`config.mk`:
```
export PLATFORM = sky130hd
export DESIGN_NAME = lcg_random_range_draw_unit
export DESIGN_NICKNAME = d
export VERILOG_FILES = /design/src/sv/lcg_rrd_pkg.sv /design/src/sv/lcg_rrd_mulmod.sv /design/src/sv/lcg_rrd_divrem.sv /design/src/sv/lcg_random_range_draw_unit.sv
export SDC_FILE = /design/constraint.sdc
export NUM_CORES = 1
export LEC_CHECK = 0
export BUFFER_PORTS_ARGS = -buffer_cell sky130_fd_sc_hd__buf_2
export CAP_MARGIN = 25
export CORE_ASPECT_RATIO = 1.4
export CORE_UTILIZATION = 28
export DETAILED_ROUTE_END_ITERATION = 10
export GPL_TIMING_DRIVEN = 1
export HOLD_SLACK_MARGIN = 0.06
export SLEW_MARGIN = 20
export SYNTH_ARGS = -nofsm -noshare
export SYNTH_HDL_FRONTEND = slang
export SYNTH_SLANG_ARGS = --single-unit
```
`constraint.sdc`:
```
create_clock -name clk -period 10.36 [get_ports clk]
set_input_delay 2.072 -clock clk [delete_from_list [all_inputs] [get_ports clk]]
set_output_delay 2.072 -clock clk [all_outputs]
set_load 0.1 [all_outputs]
```
`src/sv/lcg_rrd_pkg.sv`:
```
`timescale 1ns / 1ps
// ----------------------------------------------------------------------------
// Random range draw package
// Constants and types shared by the generator, the modular multiplier and the
// serial remainder unit.
// ----------------------------------------------------------------------------
package lcg_rrd_pkg;

    localparam int unsigned GEN_W   = 31;
    localparam int unsigned DATA_W  = 32;
    localparam int unsigned MULT_W  = 16;
    localparam int unsigned MULT_CW = $clog2(MULT_W);
    localparam int unsigned DIV_CW  = $clog2(GEN_W);

    localparam logic [MULT_W-1:0] LCG_MULT    = 16'd40692;
    localparam logic [GEN_W-1:0]  LCG_MODULUS = 31'd2147483399;
    localparam logic [DATA_W-1:0] LCG_MOD_X2  = 32'd4294966798;
    localparam logic [GEN_W-1:0]  SEED_RESET  = 31'd1;

    typedef enum logic [3:0] {
        ST_IDLE = 4'b0001,
        ST_MUL  = 4'b0010,
        ST_DIV  = 4'b0100,
        ST_OUT  = 4'b1000
    } draw_state_t;

endpackage

```
`src/sv/lcg_rrd_mulmod.sv`:
```
`timescale 1ns / 1ps
// ----------------------------------------------------------------------------
// Serial modular multiplier
// Forms operand times the generator multiplier modulo the generator modulus,
// one multiplier bit per cycle, most significant bit first.
// ----------------------------------------------------------------------------
module lcg_rrd_mulmod
    import lcg_rrd_pkg::*;
(
    input  logic             clk,
    input  logic             rst_n,
    input  logic             start,
    input  logic [GEN_W-1:0] operand,
    output logic             done,
    output logic [GEN_W-1:0] result
);

    logic [GEN_W-1:0]   acc_reg;
    logic [GEN_W-1:0]   acc_next;
    logic [GEN_W-1:0]   mcand_reg;
    logic [GEN_W-1:0]   mcand_init;
    logic [MULT_CW-1:0] cnt_reg;
    logic               busy_reg;
    logic               done_reg;
    logic [GEN_W+1:0]   sum;
    logic [GEN_W+1:0]   red1;
    logic [GEN_W+1:0]   red2;

    // The seed may lie at or above the modulus, so it is brought into range once.
    assign mcand_init = (operand >= LCG_MODULUS) ? (operand - LCG_MODULUS) : operand;

    // Both terms are below the modulus, so the sum is below three times the modulus.
    assign sum  = {1'b0, acc_reg, 1'b0}
                + (LCG_MULT[cnt_reg] ? {2'b00, mcand_reg} : {(GEN_W+2){1'b0}});
    assign red1 = sum - {2'b00, LCG_MODULUS};
    assign red2 = sum - {1'b0, LCG_MOD_X2};

    always_comb
    begin
        if (sum >= {1'b0, LCG_MOD_X2})
        begin
            acc_next = red2[GEN_W-1:0];
        end
        else if (sum >= {2'b00, LCG_MODULUS})
        begin
            acc_next = red1[GEN_W-1:0];
        end
        else
        begin
            acc_next = sum[GEN_W-1:0];
        end
    end

    always_ff @(posedge clk or negedge rst_n)
    begin
        if (!rst_n)
        begin
            busy_reg <= 1'b0;
            done_reg <= 1'b0;
            cnt_reg  <= '0;
        end
        else
        begin
            done_reg <= 1'b0;
            if (start)
            begin
                busy_reg <= 1'b1;
                cnt_reg  <= MULT_CW'(MULT_W - 1);
            end
            else if (busy_reg)
            begin
                cnt_reg <= cnt_reg - 1'b1;
                if (cnt_reg == '0)
                begin
                    busy_reg <= 1'b0;
                    done_reg <= 1'b1;
                end
            end
        end
    end

    always_ff @(posedge clk)
    begin
        if (start)
        begin
            acc_reg   <= '0;
            mcand_reg <= mcand_init;
        end
        else if (busy_reg)
        begin
            acc_reg <= acc_next;
        end
    end

    assign done   = done_reg;
    assign result = acc_reg;

endmodule

```
`src/sv/lcg_rrd_divrem.sv`:
```
`timescale 1ns / 1ps
// ----------------------------------------------------------------------------
// Serial remainder unit
// Restoring division that shifts in one dividend bit per cycle and keeps only
// the remainder.
// ----------------------------------------------------------------------------
module lcg_rrd_divrem
    import lcg_rrd_pkg::*;
(
    input  logic             clk,
    input  logic             rst_n,
    input  logic             start,
    input  logic [GEN_W-1:0] dividend,
    input  logic [GEN_W-1:0] divisor,
    output logic             done,
    output logic [GEN_W-1:0] remainder
);

    logic [GEN_W-1:0]  rem_reg;
    logic [GEN_W-1:0]  dvd_reg;
    logic [GEN_W-1:0]  dsr_reg;
    logic [DIV_CW-1:0] cnt_reg;
    logic              busy_reg;
    logic              done_reg;
    logic [GEN_W:0]    trial;
    logic [GEN_W:0]    diff;

    assign trial = {rem_reg, dvd_reg[GEN_W-1]};
    assign diff  = trial - {1'b0, dsr_reg};

    always_ff @(posedge clk or negedge rst_n)
    begin
        if (!rst_n)
        begin
            busy_reg <= 1'b0;
            done_reg <= 1'b0;
            cnt_reg  <= '0;
        end
        else
        begin
            done_reg <= 1'b0;
            if (start)
            begin
                busy_reg <= 1'b1;
                cnt_reg  <= DIV_CW'(GEN_W - 1);
            end
            else if (busy_reg)
            begin
                cnt_reg <= cnt_reg - 1'b1;
                if (cnt_reg == '0)
                begin
                    busy_reg <= 1'b0;
                    done_reg <= 1'b1;
                end
            end
        end
    end

    always_ff @(posedge clk)
    begin
        if (start)
        begin
            rem_reg <= '0;
            dvd_reg <= dividend;
            dsr_reg <= divisor;
        end
        else if (busy_reg)
        begin
            dvd_reg <= {dvd_reg[GEN_W-2:0], 1'b0};
            if (trial >= {1'b0, dsr_reg})
            begin
                rem_reg <= diff[GEN_W-1:0];
            end
            else
            begin
                rem_reg <= trial[GEN_W-1:0];
            end
        end
    end

    assign done      = done_reg;
    assign remainder = rem_reg;

endmodule

```
`src/sv/lcg_random_range_draw_unit.sv`:
```
`timescale 1ns / 1ps
// ----------------------------------------------------------------------------
// Random range draw unit
// Draws a value in a half-open signed range from a multiplicative congruential
// generator, using a bit-serial modular multiplier and a bit-serial remainder.
// ----------------------------------------------------------------------------
// Each transaction on the input stream carries a low bound and an exclusive
// high bound and produces exactly one transaction on the output stream.
// A range of positive width advances the generator by 16 multiplier steps and
// reduces the new value by the width in 31 remainder steps; the result then
// moves into the output register, and only then is the next input taken.
// An empty or reversed range leaves the generator alone and skips both serial
// loops, so its result moves straight on to the output register.
// One item is processed at a time; the input is ready only while idle.
// The result sits in an output register, so a new input is taken while the
// previous result still waits. If the receiver stalls, the finished result of
// the next item is held inside until the output register is free.
// The configuration channel is always ready; a write loads the generator with
// the seed and should only be issued while no draw is in flight.
// Reset loads the generator with 1 and empties the output register.
// ----------------------------------------------------------------------------
module lcg_random_range_draw_unit
    import lcg_rrd_pkg::*;
(
    input  logic              clk,
    input  logic              rst_n,
    input  logic              cfg_valid,
    output logic              cfg_ready,
    input  logic [GEN_W-1:0]  cfg_data,       // seed
    input  logic              s_axis_tvalid,
    output logic              s_axis_tready,
    input  logic [63:0]       s_axis_tdata,   // low_bound [31:0], high_bound [63:32]
    output logic              m_axis_tvalid,
    input  logic              m_axis_tready,
    output logic [DATA_W-1:0] m_axis_tdata,   // value [31:0]
    output logic [0:0]        m_axis_tuser    // stepped [0]
);

    draw_state_t       state_reg;
    draw_state_t       state_next;
    logic [GEN_W-1:0]  gen_reg;
    logic [DATA_W-1:0] low_reg;
    logic [GEN_W-1:0]  width_reg;
    logic [DATA_W-1:0] res_value_reg;
    logic              res_stepped_reg;
    logic              out_valid_reg;
    logic [DATA_W-1:0] out_value_reg;
    logic              out_stepped_reg;

    logic [DATA_W-1:0] in_low;
    logic [DATA_W-1:0] in_high;
    logic [DATA_W-1:0] width;
    logic              in_fire;
    logic              out_load;
    logic              mul_start;
    logic              mul_done;
    logic [GEN_W-1:0]  mul_result;
    logic              div_start;
    logic              div_done;
    logic [GEN_W-1:0]  div_rem;

    assign in_low   = s_axis_tdata[31:0];
    assign in_high  = s_axis_tdata[63:32];
    assign width    = in_high - in_low;
    assign in_fire  = s_axis_tvalid && s_axis_tready;
    assign out_load = (state_reg == ST_OUT) && (!out_valid_reg || m_axis_tready);

    assign mul_start = in_fire && !width[DATA_W-1] && (width != '0);
    assign div_start = (state_reg == ST_MUL) && mul_done;

    lcg_rrd_mulmod u_mulmod (
        .clk     (clk),
        .rst_n   (rst_n),
        .start   (mul_start),
        .operand (gen_reg),
        .done    (mul_done),
        .result  (mul_result)
    );

    lcg_rrd_divrem u_divrem (
        .clk       (clk),
        .rst_n     (rst_n),
        .start     (div_start),
        .dividend  (mul_result),
        .divisor   (width_reg),
        .done      (div_done),
        .remainder (div_rem)
    );

    always_comb
    begin
        state_next = state_reg;
        case (state_reg)
            ST_IDLE:
            begin
                if (in_fire)
                begin
                    state_next = mul_start ? ST_MUL : ST_OUT;
                end
            end
            ST_MUL:
            begin
                if (mul_done)
                begin
                    state_next = ST_DIV;
                end
            end
            ST_DIV:
            begin
                if (div_done)
                begin
                    state_next = ST_OUT;
                end
            end
            ST_OUT:
            begin
                if (out_load)
                begin
                    state_next = ST_IDLE;
                end
            end
            default:
            begin
                state_next = ST_IDLE;
            end
        endcase
    end

    always_ff @(posedge clk or negedge rst_n)
    begin
        if (!rst_n)
        begin
            state_reg     <= ST_IDLE;
            gen_reg       <= SEED_RESET;
            out_valid_reg <= 1'b0;
        end
        else
        begin
            state_reg <= state_next;
            if (cfg_valid)
            begin
                gen_reg <= cfg_data;
            end
            else if (div_start)
            begin
                gen_reg <= mul_result;
            end
            if (out_load)
            begin
                out_valid_reg <= 1'b1;
            end
            else if (m_axis_tready)
            begin
                out_valid_reg <= 1'b0;
            end
        end
    end

    always_ff @(posedge clk)
    begin
        if (in_fire)
        begin
            low_reg         <= in_low;
            width_reg       <= width[GEN_W-1:0];
            res_stepped_reg <= 1'b0;
            if (width[DATA_W-1])
            begin
                res_value_reg <= '0;
            end
            else
            begin
                res_value_reg <= in_low;
            end
        end
        else if ((state_reg == ST_DIV) && div_done)
        begin
            res_value_reg   <= low_reg + {1'b0, div_rem};
            res_stepped_reg <= 1'b1;
        end
        if (out_load)
        begin
            out_value_reg   <= res_value_reg;
            out_stepped_reg <= res_stepped_reg;
        end
    end

    assign cfg_ready       = 1'b1;
    assign s_axis_tready   = (state_reg == ST_IDLE);
    assign m_axis_tvalid   = out_valid_reg;
    assign m_axis_tdata    = out_value_reg;
    assign m_axis_tuser[0] = out_stepped_reg;

endmodule

```
==> summary.txt, run 1 <==
Cells and area
  • Layout cells sized above 1: 11.9%
  • Area growth syn-to-layout: 14.5%
  • Design area: 23800 um^2
  • Non-Filler Instances: 3284
  • Nets: 2527

Placement
  • Placer Congestion: 0.884
  • Placed instance area: 22500 um^2
  • Post-detailed-placement half-perimeter wirelength: 43200 um
  • IO Port Bufs: 134
  • Post-Place Cells: 3209

Floorplanning
  • Row Count: 118
  • Core area: 73800 um^2
  • IO Pins: 136
  • Initial Util: between 20% and 30%
  • Die width: 232 um
  • Die area: 75500 um^2
  • Die height: 325 um

Synthesis
  • Mean Syn Cell Area: 9.51 um^2
  • Synthesized area: ~21000 um^2
  • Post-synth EDFFs: approximately 220
  • Largest family of logic cells by synthesized area: simple AND/OR/NAND/NOR gates
  • Post-synthesis cell type count: 114
  • Adder-cell share of the synthesized area: 8.25%
  • Top FF cell, synth: edfxtp_1
  • Xor and xnor fraction of the mapped netlist area: ~5.3%
  • Complex-gate fraction of the synthesized area: 18.1%
  • Register bit total from synthesis: roughly 330
  • Syn_nets: 2424
  • Post-synth top area share: a little under a third
  • Sequential area share after synthesis: 43.8%
  • Asr flop ratio synth: 14.7%
  • Largest cells by area after synthesis: edfxtp_1 (32%), ha_1 (7.9%), dfxtp_1 (6.1%)
  • Synth Instances: approximately 2200
  • Post-synthesis mux area share: approximately 2.3%
  • Yosys warning count: 0
  • Largest area contributor in the netlist: edfxtp_1
  • Post-Synth Simple-Gate Area: between 10% and 20%

Route
  • DR pass1 iterations: 5
  • Initial drt markers: 824
  • Drt via density: 4.96
  • Final ANT Viol Nets: 0
  • Vias: 16288
  • DR DRC count: 0
  • Final wirelength: 56800 um
  • Routed len/inst: 17.3 um

Global route
  • Largest net degree at the start of global routing: around 70
  • Global-route wire length before repair: 88800 um
  • Initial antenna violation count: 1
  • GRT overflow: 0
  • Tot GR Track Use: 15.1%
  • Number of global-route vias before repair: 16102

Clock tree
  • Clk root buf: clkbuf_16
  • Post-CTS Hold Fix Bufs: 0
  • PostCTS Resize Cnt: 0
  • H-tree levels: 2
  • CTS sink cnt: between 300 and 400
  • # Post-CTS Setup Buffers: 0
  • CTS Buf Count: 39
  • CTS tree: yes
  • Clock Latency Late Sink: between 500 and 600 ps
  • CTS max path bufs: 3
  • Worst-path clk slew: 70 ps

Outcome
  • Status: finished, final reports clean

STA
  • Min Hold Slack: 412 ps
  • Final Max Slew Viols: 0
  • Tmin final: between 6000 and 7000 ps
  • Clk_skew: 38.4 ps
  • Relative slew slack: 39.5%
  • Final Hold Fails: 0
  • RSZ-0062 raised after global routing: false
  • Final TNS setup: 0 ps
  • # setup viols final: 0
  • Final period util: between 60% and 70%
  • F_max: 160 MHz
  • Worst slew pin tran: slightly above 900 ps

Worst setup path
  • Worst Setup SP: s_axis_tdata[0]
  • Worst path required time: ~11000 ps
  • Largest stage delay on the critical path: around 520 ps
  • Worst R2R Start: u_mulmod.cnt_reg[0]$_DFFE_PN0P_
  • Most common cell on crit path: nor4_1
  • Crit-path cells: buf_2, ha_1, fa_1, nand2b_1, a21oi_1, o21bai_1, a22oi_1, xor2_1, nor4_1, nand4bb_1, nor4_1, nand4b_1, o41ai_2, buf_4, inv_2, buf_4, nor4_1
  • Worst endpoint data arrival time: 6730 ps
  • CP delay by family, top: simple AND/OR/NAND/NOR gates
  • Critical path class: primary input to register
  • Critical Path Fanout Max: 45
  • WP buf/inv: 4
  • Worst Setup End Kind: register
  • Critical-path top delay cell: nor4_1
  • Critical path startpoint category: primary input

Pwr
  • Net Switching: between 3 and 4 mW
  • Clock power share: about a fifth
  • Net Sw Frac: approximately 45%
  • Lkg Pwr: 9.79 nW
  • Seq pwr share: 27.6%
  • Worst vdd ir: about 0.00015 V
  • Power Dens Cells: 307 nW/um^2
  • Internal power: 4.02 mW
  • Logic gate share of total power: 52.9%

Min path
  • Hold Path Class: register to register
  • Worst hold start: res_value_reg[26]$_DFFE_PP_

Job
  • Maxcap violations: 0
worst reg2reg max path, stage by stage, from the launching register on:
cell and delay (ps):
dfrtp_1 390, inv_1 80, ha_1 290, nand3_1 120, o31ai_4 80, buf_4 350, nor2b_1 110, ha_1 380
a211oi_2 310, nor2_2 120, o31ai_1 580, o21ai_0 280, a31oi_1 370, xnor2_1 290, nand4_2 280, and4bb_1 370
a21o_1 630, nand2_1 400, mux2i_1 300, nand4b_1 120, nor4b_2 180
per-layer routing:
metal	global-route usage, %	share of wire (%)	vias up
met4	5.84	3.7	0
li1	-	-	8160
met2	28.6	53	356
met5	0	0	-
met1	16.6	39	7665
met3	1.94	3.8	107
synthesized netlist by cell type (all sizes together), types with 22 or more instances:
cell,count
nor2,143
a211oi,53
edfxtp,221
inv,120
o21ai,158
mux2i,45
dfrtp,47
ha,131
xor2,47
nand2,287
buf,23
clkbuf,67
and2,37
xnor2,80
nand4,22
nor2b,52
a21o,41
dfxtp,63
a21oi,149
nor3,43
nand3,40
nand2b,25
final cells by class:
type                    instances  area [um^2]
clock buffers                  44          995
well taps                     960         1200
flip-flops and latches        333         9130
multi-input cells            1645        10900
diodes                          1         2.50
repair buffers                152          831
clock inverters                28          319
fillers                      7747        50000
inverters                     121          455
metrics by stage:
step | setup WS (ps) | total power [mW] | util (%)
finish | 4100 | 7.31 | 32.3
global route | 3670 | 7.83 | 32.3
CTS | 3590 | 7.33 | 32.2
detailed placement | 3020 | 5.87 | 30.5
global placement | 3060 | 5.84 | 30.5
floorplan | 4310 | 4.95 | -
cell families (layout without fill, tap and decap cells):
| logic type | count (synthesis) | in the layout |
|---|---|---|
| buf+inv | 211 | 345 |
| xor+xnor | 127 | 127 |
| compound gates | 575 | 575 |
| flops | 333 | 333 |
| fa+ha+maj | 135 | 135 |
| other cells | 1 | 2 |
| mux | 48 | 48 |
| simple gates | 759 | 759 |
power by group through the flow:
stage               sequential, mW  clock (mW)  combinational [mW]
floorplan                     2.11           0                2.84
global placement              2.04           0                3.80
detailed placement            2.05           0                3.83
CTS                           2.02        1.47                3.84
global route                  2.05        1.51                4.26
finish                        2.02        1.43                3.87
cell usage in the layout, fill, tap and decap left out, drive strengths merged, types with 19 or more instances in the layout:
cell / n
and2: 37
o21ai: 158
nor3: 43
nor2: 143
a21o: 41
clkinv: 20
nand2b: 25
nand2: 287
xor2: 47
and3: 19
nand4: 22
xnor2: 80
dfrtp: 47
nor2b: 52
dfxtp: 63
mux2i: 45
buf: 152
a211oi: 53
edfxtp: 221
nand3: 40
or3: 19
inv: 123
ha: 131
clkbuf: 44
a21oi: 149
path summary, 6_finish.rpt:
| kind | to | slack, ps | cells past startpoint |
|---|---|---|---|
| setup reg to reg | u_mulmod.result[6]$_SDFFE_PP0P_ | 4200 | 20 |
| hold reg to reg | m_axis_tdata[26]$_DFFE_PP_ | 410 | 0 |
| max in group asynchronous | u_divrem.busy_reg$_DFF_PN0_ | 8260 | 2 |
| min in group asynchronous | gen_reg[26]$_DFFE_PN0P_ | 1620 | 2 |
| setup / recovery | u_mulmod.result[15]$_SDFFE_PP0P_ | 4100 | 17 |
| hold / removal | m_axis_tdata[26]$_DFFE_PP_ | 410 | 0 |
Power figures use the tool's default switching activity.
==> run 2, diff against run 1 <==
==> constraint.sdc (replaced) <==
create_clock -name clk -period 6 [get_ports clk]
set_input_delay 1.2 -clock clk [delete_from_list [all_inputs] [get_ports clk]]
set_output_delay 1.2 -clock clk [all_outputs]
set_load 0.1 [all_outputs]
==> summary.txt, run 2 (synthesized netlist as in run 1, its figures left out) <==
STA
  • Clk_skew: 21.0 ps (-17.4 ps)
  • Final period util: 93.0%
  • F_max: 179 MHz
  • Tmin final: 5580 ps
  • Final TNS setup: 0 ps (unchanged)
  • # setup viols final: 0 (unchanged)
  • Final Max Slew Viols: 0 (unchanged)
  • Final Hold Fails: 0 (unchanged)
  • RSZ-0062 raised after global routing: false
  • Relative slew slack: 37.3% (-2.1 points)
  • Worst slew pin tran: 937 ps (+28.5 ps)

Route
  • Final wirelength: 57400 um (+0.97%)
  • Initial drt markers: 1014 (+23%)
  • Routed len/inst: 17.3 um (-0.21%)
  • DR pass1 iterations: 5 (unchanged)
  • Drt via density: 5.01 (+0.95%)
  • Final ANT Viol Nets: 0 (unchanged)
  • Vias: 16638 (+2.1%)
  • DR DRC count: 0 (unchanged)

Worst setup path
  • Most common cell on crit path: buf_4
  • Crit-path cells: inv_1, ha_1, nor2b_1, o31ai_4, buf_4, nand2b_1, inv_1, ha_1, a21oi_1, o211ai_2, a211o_2, a31o_1, a21oi_1, xor2_1, or3_1, and4bb_1, a21o_1, buf_4, mux2i_1, a32oi_1, xnor2_1, buf_4, o22ai_1
  • CP Depth: 23 (+6)
  • WP buf/inv: 5 (+1)
  • Worst R2R Start: u_mulmod.cnt_reg[0]$_DFFE_PN0P_
  • Worst Setup End Kind: register
  • Critical path startpoint category: register
  • Critical Path Fanout Max: 10 (-78%)
  • Critical-path top delay cell: a211o_2
  • Cells on worst reg2reg path: 23 (+15%)
  • Capture point of the worst reg-to-reg path: u_mulmod.result[5]$_SDFFE_PP0P_
  • CP delay by family, top: compound AO/OA/AOI/OAI gates
  • Critical Path End: u_mulmod.result[5]$_SDFFE_PP0P_
  • Worst endpoint data arrival time: 6000 ps (-730 ps)
  • Largest stage delay on the critical path: 430 ps (-90 ps)
  • Worst Setup SP: u_mulmod.cnt_reg[0]$_DFFE_PN0P_
  • Reg2reg setup slack: 420 ps (-3780 ps)
  • Worst path required time: 6420 ps (-4410 ps)
  • Critical path class: register to register

Cells and area
  • Layout cells sized above 1: 13.4% (+1.5 points)
  • Design area: 24200 um^2 (+1.6%)
  • Area growth syn-to-layout: 16.3%
  • Most frequent cells in the layout: nand2_1 (285), edfxtp_1 (221), o21ai_0 (149), a21oi_1 (148), nor2_1 (140)
  • Nets: 2565 (+1.5%)
  • Number of fillers in the final layout: 7694 (-0.68%)
  • Commonest non-fill, non-tap cell in the layout: nand2_1

Clock tree
  • PostCTS Resize Cnt: 0 (unchanged)
  • Clk root buf: clkbuf_16
  • H-tree levels: 2 (unchanged)
  • CTS sink cnt: 333 (unchanged)
  • Post-CTS Hold Fix Bufs: 0 (unchanged)
  • CTS Buf Count: 39 (unchanged)
  • Worst-path clk slew: 60 ps (about the same)
  • Clock Latency Late Sink: 560 ps (-30 ps)
  • CTS max path bufs: 3 (unchanged)
  • CTS tree: yes
  • # Post-CTS Setup Buffers: 0 (unchanged)

Placement
  • Placed instance area: 22800 um^2 (+1.4%)
  • IO Port Bufs: 134 (unchanged)
  • Placer Congestion: 0.931 (+5.4%)
  • Post-detailed-placement half-perimeter wirelength: 43800 um (+1.5%)

Floorplanning
  • Die height: 325 um (unchanged)
  • Die width: 232 um (unchanged)
  • Die area: 75500 um^2 (unchanged)
  • IO Pins: 136 (unchanged)
  • Core area: 73800 um^2 (unchanged)
  • Row Count: 118 (unchanged)
  • Initial Util: 28.2% (unchanged)

Pwr
  • Lkg Pwr: 10.0 nW (+2.3%)
  • Power Dens Cells: 543 nW/um^2 (+77%)
  • Worst vdd ir: 0.000318 V (+110%)

Min path
  • Hold Path Class: register to register

Global route
  • Tot GR Track Use: 15.1% (+0.039 points)
  • GRT overflow: 0 (unchanged)
  • Initial antenna violation count: 4 (+3)
  • Number of global-route vias before repair: 16518 (+2.6%)
  • Global-route wire length before repair: 89500 um (+0.80%)
  • Largest net degree at the start of global routing: 67 (-1.5%)

Job
  • Maxcap violations: 0 (unchanged)

Outcome
  • Status: finished, final reports clean
==> run 2: through the flow <==
| stage | setup WS, ps | power (mW) | std cells | utilization, % | hold WS, ps |
|---|---|---|---|---|---|
| global placement | 235 | 10.5 | 3246 | 30.9 | 401 |
| global route | 95.8 | 14.1 | 3322 | 32.8 | 422 |
| floorplan | 769 | 8.55 | 2189 | - | 400 |
| finish | 421 | 13.2 | 3323 | 32.8 | 415 |
| CTS | 381 | 13.2 | 3319 | 32.8 | 418 |
| detailed placement | 164 | 10.5 | 3247 | 30.9 | 405 |
==> run 2: routing by layer <==
layer / part of all wire [%] / vias up / global-route usage (%)
li1: - / 8248 / -
met1: 40 / 7874 / 16.8
met2: 52 / 401 / 28.0
met3: 4.2 / 115 / 2.27
met4: 3.8 / 0 / 6.41
met5: 0 / - / 0
==> run 2: worst min path at each step <==
stage                                     startpoint                             to  slack [ps]  depth (start not counted)
final                         width_reg[5]$_DFFE_PP_  u_divrem.dsr_reg[5]$_DFFE_PP_         420                          0
after global placement    res_value_reg[9]$_DFFE_PP_      m_axis_tdata[9]$_DFFE_PP_         400                          0
after CTS                     width_reg[5]$_DFFE_PP_  u_divrem.dsr_reg[5]$_DFFE_PP_         420                          0
after floorplan           res_value_reg[0]$_DFFE_PP_      m_axis_tdata[0]$_DFFE_PP_         400                          0
after detailed placement      width_reg[5]$_DFFE_PP_  u_divrem.dsr_reg[5]$_DFFE_PP_         400                          0
after global routing          width_reg[4]$_DFFE_PP_  u_divrem.dsr_reg[4]$_DFFE_PP_         420                          0
==> run 2: power by group <==
part	switching, mW	internal, mW	leakage (nW)
logic	4.43	2.68	6.19
clock network	0.998	1.59	0.680
registers	0.369	3.10	3.15
==> run 2: final cells by class <==
type | instances | area, um^2 | area share, %
antenna | 2 | 5.00 | 0.0207
clock buffer | 45 | 1030 | 4.25
timing repair buffer | 190 | 1130 | 4.66
sequential | 333 | 9130 | 37.7
clock inverter | 27 | 360 | 1.49
multi-input combinational | 1645 | 10900 | 45.1
inverter | 121 | 455 | 1.88
tap | 960 | 1200 | 4.96
==> run 3, diff against run 2 <==
--- a/config.mk
+++ b/config.mk
@@ -8,10 +8,11 @@
 export BUFFER_PORTS_ARGS = -buffer_cell sky130_fd_sc_hd__buf_2
 export CAP_MARGIN = 25
 export CORE_ASPECT_RATIO = 1.4
-export CORE_UTILIZATION = 28
+export CORE_UTILIZATION = 55
 export DETAILED_ROUTE_END_ITERATION = 10
 export GPL_TIMING_DRIVEN = 1
 export HOLD_SLACK_MARGIN = 0.06
+export PLACE_DENSITY = 0.73
 export SLEW_MARGIN = 20
 export SYNTH_ARGS = -nofsm -noshare
 export SYNTH_HDL_FRONTEND = slang
==> summary.txt, run 3 (synthesized netlist as in run 1, its figures left out) <==
Pwr
  • Worst vdd ir: 0.000346 V (+8.6%)
  • Net Switching: 5.75 mW (-0.74%)
  • Seq pwr share: 27.2% (+0.8 points)
  • Lkg Pwr: 9.88 nW (-1.4%)
  • Clock power share: 17.1% (-2.5 points)
  • Logic gate share of total power: 55.6% (+1.6 points)
  • Power Dens Cells: 548 nW/um^2 (+0.92%)
  • Net Sw Frac: 44.9% (+0.88 points)
  • Internal power: 7.06 mW (-4.2%)

STA
  • Final TNS setup: 0 ps (unchanged)
  • Relative slew slack: 45.2% (+7.8 points)
  • Tmin final: 5660 ps (+80.2 ps)
  • Worst slew pin tran: 816 ps (-120 ps)
  • RSZ-0062 raised after global routing: false
  • Final Max Slew Viols: 0 (unchanged)
  • Final period util: 94.3% (+1.3 points)
  • F_max: 177 MHz (-1.4%)
  • Final Hold Fails: 0 (unchanged)
  • Clk_skew: 18.7 ps (-2.35 ps)
  • # setup viols final: 0 (unchanged)

Placement
  • Post-detailed-placement half-perimeter wirelength: 41600 um (-5.0%)
  • IO Port Bufs: 134 (unchanged)
  • Placed instance area: 22200 um^2 (-2.7%)
  • Placer Congestion: 0.966 (+3.7%)

Worst setup path
  • CP Depth: 22 (-4.3%)
  • Most common cell on crit path: buf_4
  • Critical-path top delay cell: ha_1
  • Worst path required time: 6410 ps (about the same)
  • Critical path class: register to register
  • CP delay by family, top: compound AO/OA/AOI/OAI gates
  • Largest stage delay on the critical path: 390 ps (-40 ps)
  • WP buf/inv: 4 (-1)
  • Worst Setup End Kind: register
  • Cells on worst reg2reg path: 22 (-4.3%)
  • Critical Path Fanout Max: 16 (+6)
  • Worst endpoint data arrival time: 6070 ps (+70 ps)
  • Critical path startpoint category: register
  • Crit-path cells: inv_1, ha_1, nor2b_1, o31ai_4, buf_4, buf_4, nor2b_1, ha_1, a21o_1, a21oi_1, a21boi_0, o2111ai_2, a31oi_1, xnor2_1, o211ai_1, nor2_1, buf_4, a21oi_2, a211o_1, nand2_1, a41oi_1, o32ai_1

Clock tree
  • Post-CTS Hold Fix Bufs: 0 (unchanged)
  • CTS tree: yes
  • CTS sink cnt: 333 (unchanged)
  • Clk root buf: clkbuf_16
  • Clock Latency Late Sink: 530 ps (-30 ps)
  • H-tree levels: 2 (unchanged)
  • CTS max path bufs: 3 (unchanged)
  • CTS Buf Count: 36 (-7.7%)
  • Worst-path clk slew: 60 ps (about the same)

Job
  • Maxcap violations: 0 (unchanged)

Cells and area
  • Design area: 23400 um^2 (-3.6%)
  • # diodes: 0 (-2)
  • Final core utilization: 62.4% (+30 points)
  • Most frequent cells in the layout: nand2_1 (286), edfxtp_1 (221), o21ai_0 (148), a21oi_1 (148), nor2_1 (140)
  • Layout cells sized above 1: 12.7% (-0.69 points)
  • Nets: 2556 (-0.35%)
  • Commonest non-fill, non-tap cell in the layout: nand2_1
  • Area growth syn-to-layout: 12.1%
  • Number of fillers in the final layout: 3159 (-59%)

Outcome
  • Failing checks: DRC
  • Status: finished with violations

Floorplanning
  • IO Pins: 136 (unchanged)
  • Die width: 166 um (-28%)
  • Die area: 38700 um^2 (-49%)
  • Row Count: 84 (-29%)
  • Core area: 37400 um^2 (-49%)
  • Die height: 232 um (-28%)
  • Initial Util: 55.7% (+27 points)

Global route
  • Global-route wire length before repair: 86100 um (-3.9%)
  • Number of global-route vias before repair: 16826 (+1.9%)
  • Initial antenna violation count: 0 (-4)
  • GRT overflow: 0 (unchanged)
  • Largest net degree at the start of global routing: 67 (unchanged)
  • Tot GR Track Use: 28.2% (+13 points)

Min path
  • Hold Path Class: register to register
  • Min-Delay Path Depth: 0 (unchanged)

Route
  • Routed len/inst: 19.3 um (+12%)
  • Vias: 17017 (+2.3%)
  • Initial drt markers: 983 (-3.1%)
  • DR DRC count: 7 (+7)
  • Final wirelength: 54500 um (-5.0%)
  • Drt via density: 6.03 (+21%)
  • Final ANT Viol Nets: 0 (unchanged)
  • DR pass1 iterations: 8 (+3)
-- run 3: changes by cell type in the layout (fill, tap and decap cells not counted), sizes merged, moves of 2 or more --
cell / change
clkbuf: +11
clkinv: -10
buf: -6
bufinv: -6
diode: -2
inv: -2
-- run 3: layer usage --
metal  wire, um  GRT usage [%]
met1      20300           29.3
met2      29100           54.8
met3       1960           3.03
met4       3140           16.0
met5          0              0
-- run 3: power by group through the flow --
stage               combinational [mW]  clock (mW)  sequential (mW)
floorplan                         4.91           0             3.64
finish                            7.13        2.19             3.49
detailed placement                6.99           0             3.52
CTS                               7.03        2.23             3.48
global placement                  6.86           0             3.51
global route                      7.74        2.32             3.54
-- run 3: worst paths after layout --
| path | startpoint | end | slack (ps) |
|---|---|---|---|
| hold reg to reg | width_reg[13]$_DFFE_PP_ | u_divrem.dsr_reg[13]$_DFFE_PP_ | 410 |
| max in group asynchronous | rst_n | u_divrem.busy_reg$_DFF_PN0_ | 4700 |
| setup reg to reg | u_mulmod.cnt_reg[0]$_DFFE_PN0P_ | u_mulmod.result[26]$_SDFFE_PP0P_ | 340 |
| min in group asynchronous | rst_n | gen_reg[29]$_DFFE_PN0P_ | 780 |
| setup / recovery | u_mulmod.cnt_reg[0]$_DFFE_PN0P_ | u_mulmod.result[26]$_SDFFE_PP0P_ | 340 |
| hold / removal | width_reg[13]$_DFFE_PP_ | u_divrem.dsr_reg[13]$_DFFE_PP_ | 410 |
-- run 3: layout make-up --
class                      count  area, um^2  share of cell area (%)
timing repair buffer         184        1110                    4.75
clock inverter                 8         101                   0.434
tap                          473         592                    2.53
sequential                   333        9130                    39.1
multi-input combinational   1645       10900                    46.8
clock buffer                  56        1050                    4.48
inverter                     121         455                    1.95
-- run 3: through the flow --
| stage | total power [mW] | setup WS (ps) | hold slack [ps] | cells |
|---|---|---|---|---|
| 4_1_cts | 12.7 | 377 | 407 | 2820 |
| 3_3_place_gp | 10.4 | 550 | 401 | 2755 |
| 3_5_place_dp | 10.5 | 347 | 405 | 2756 |
| 5_1_grt | 13.6 | 24.6 | 422 | 2820 |
| 6_report | 12.8 | 341 | 410 | 2820 |
| 2_1_floorplan | 8.55 | 769 | 400 | 2189 |
-- run 3: timing repair --
| item | in CTS | in global routing |
|---|---|---|
| buffers inserted | 0 | 0 |
| endpoints found under the setup margin | 0 | 1 |
| resized for setup | 0 | 4 |
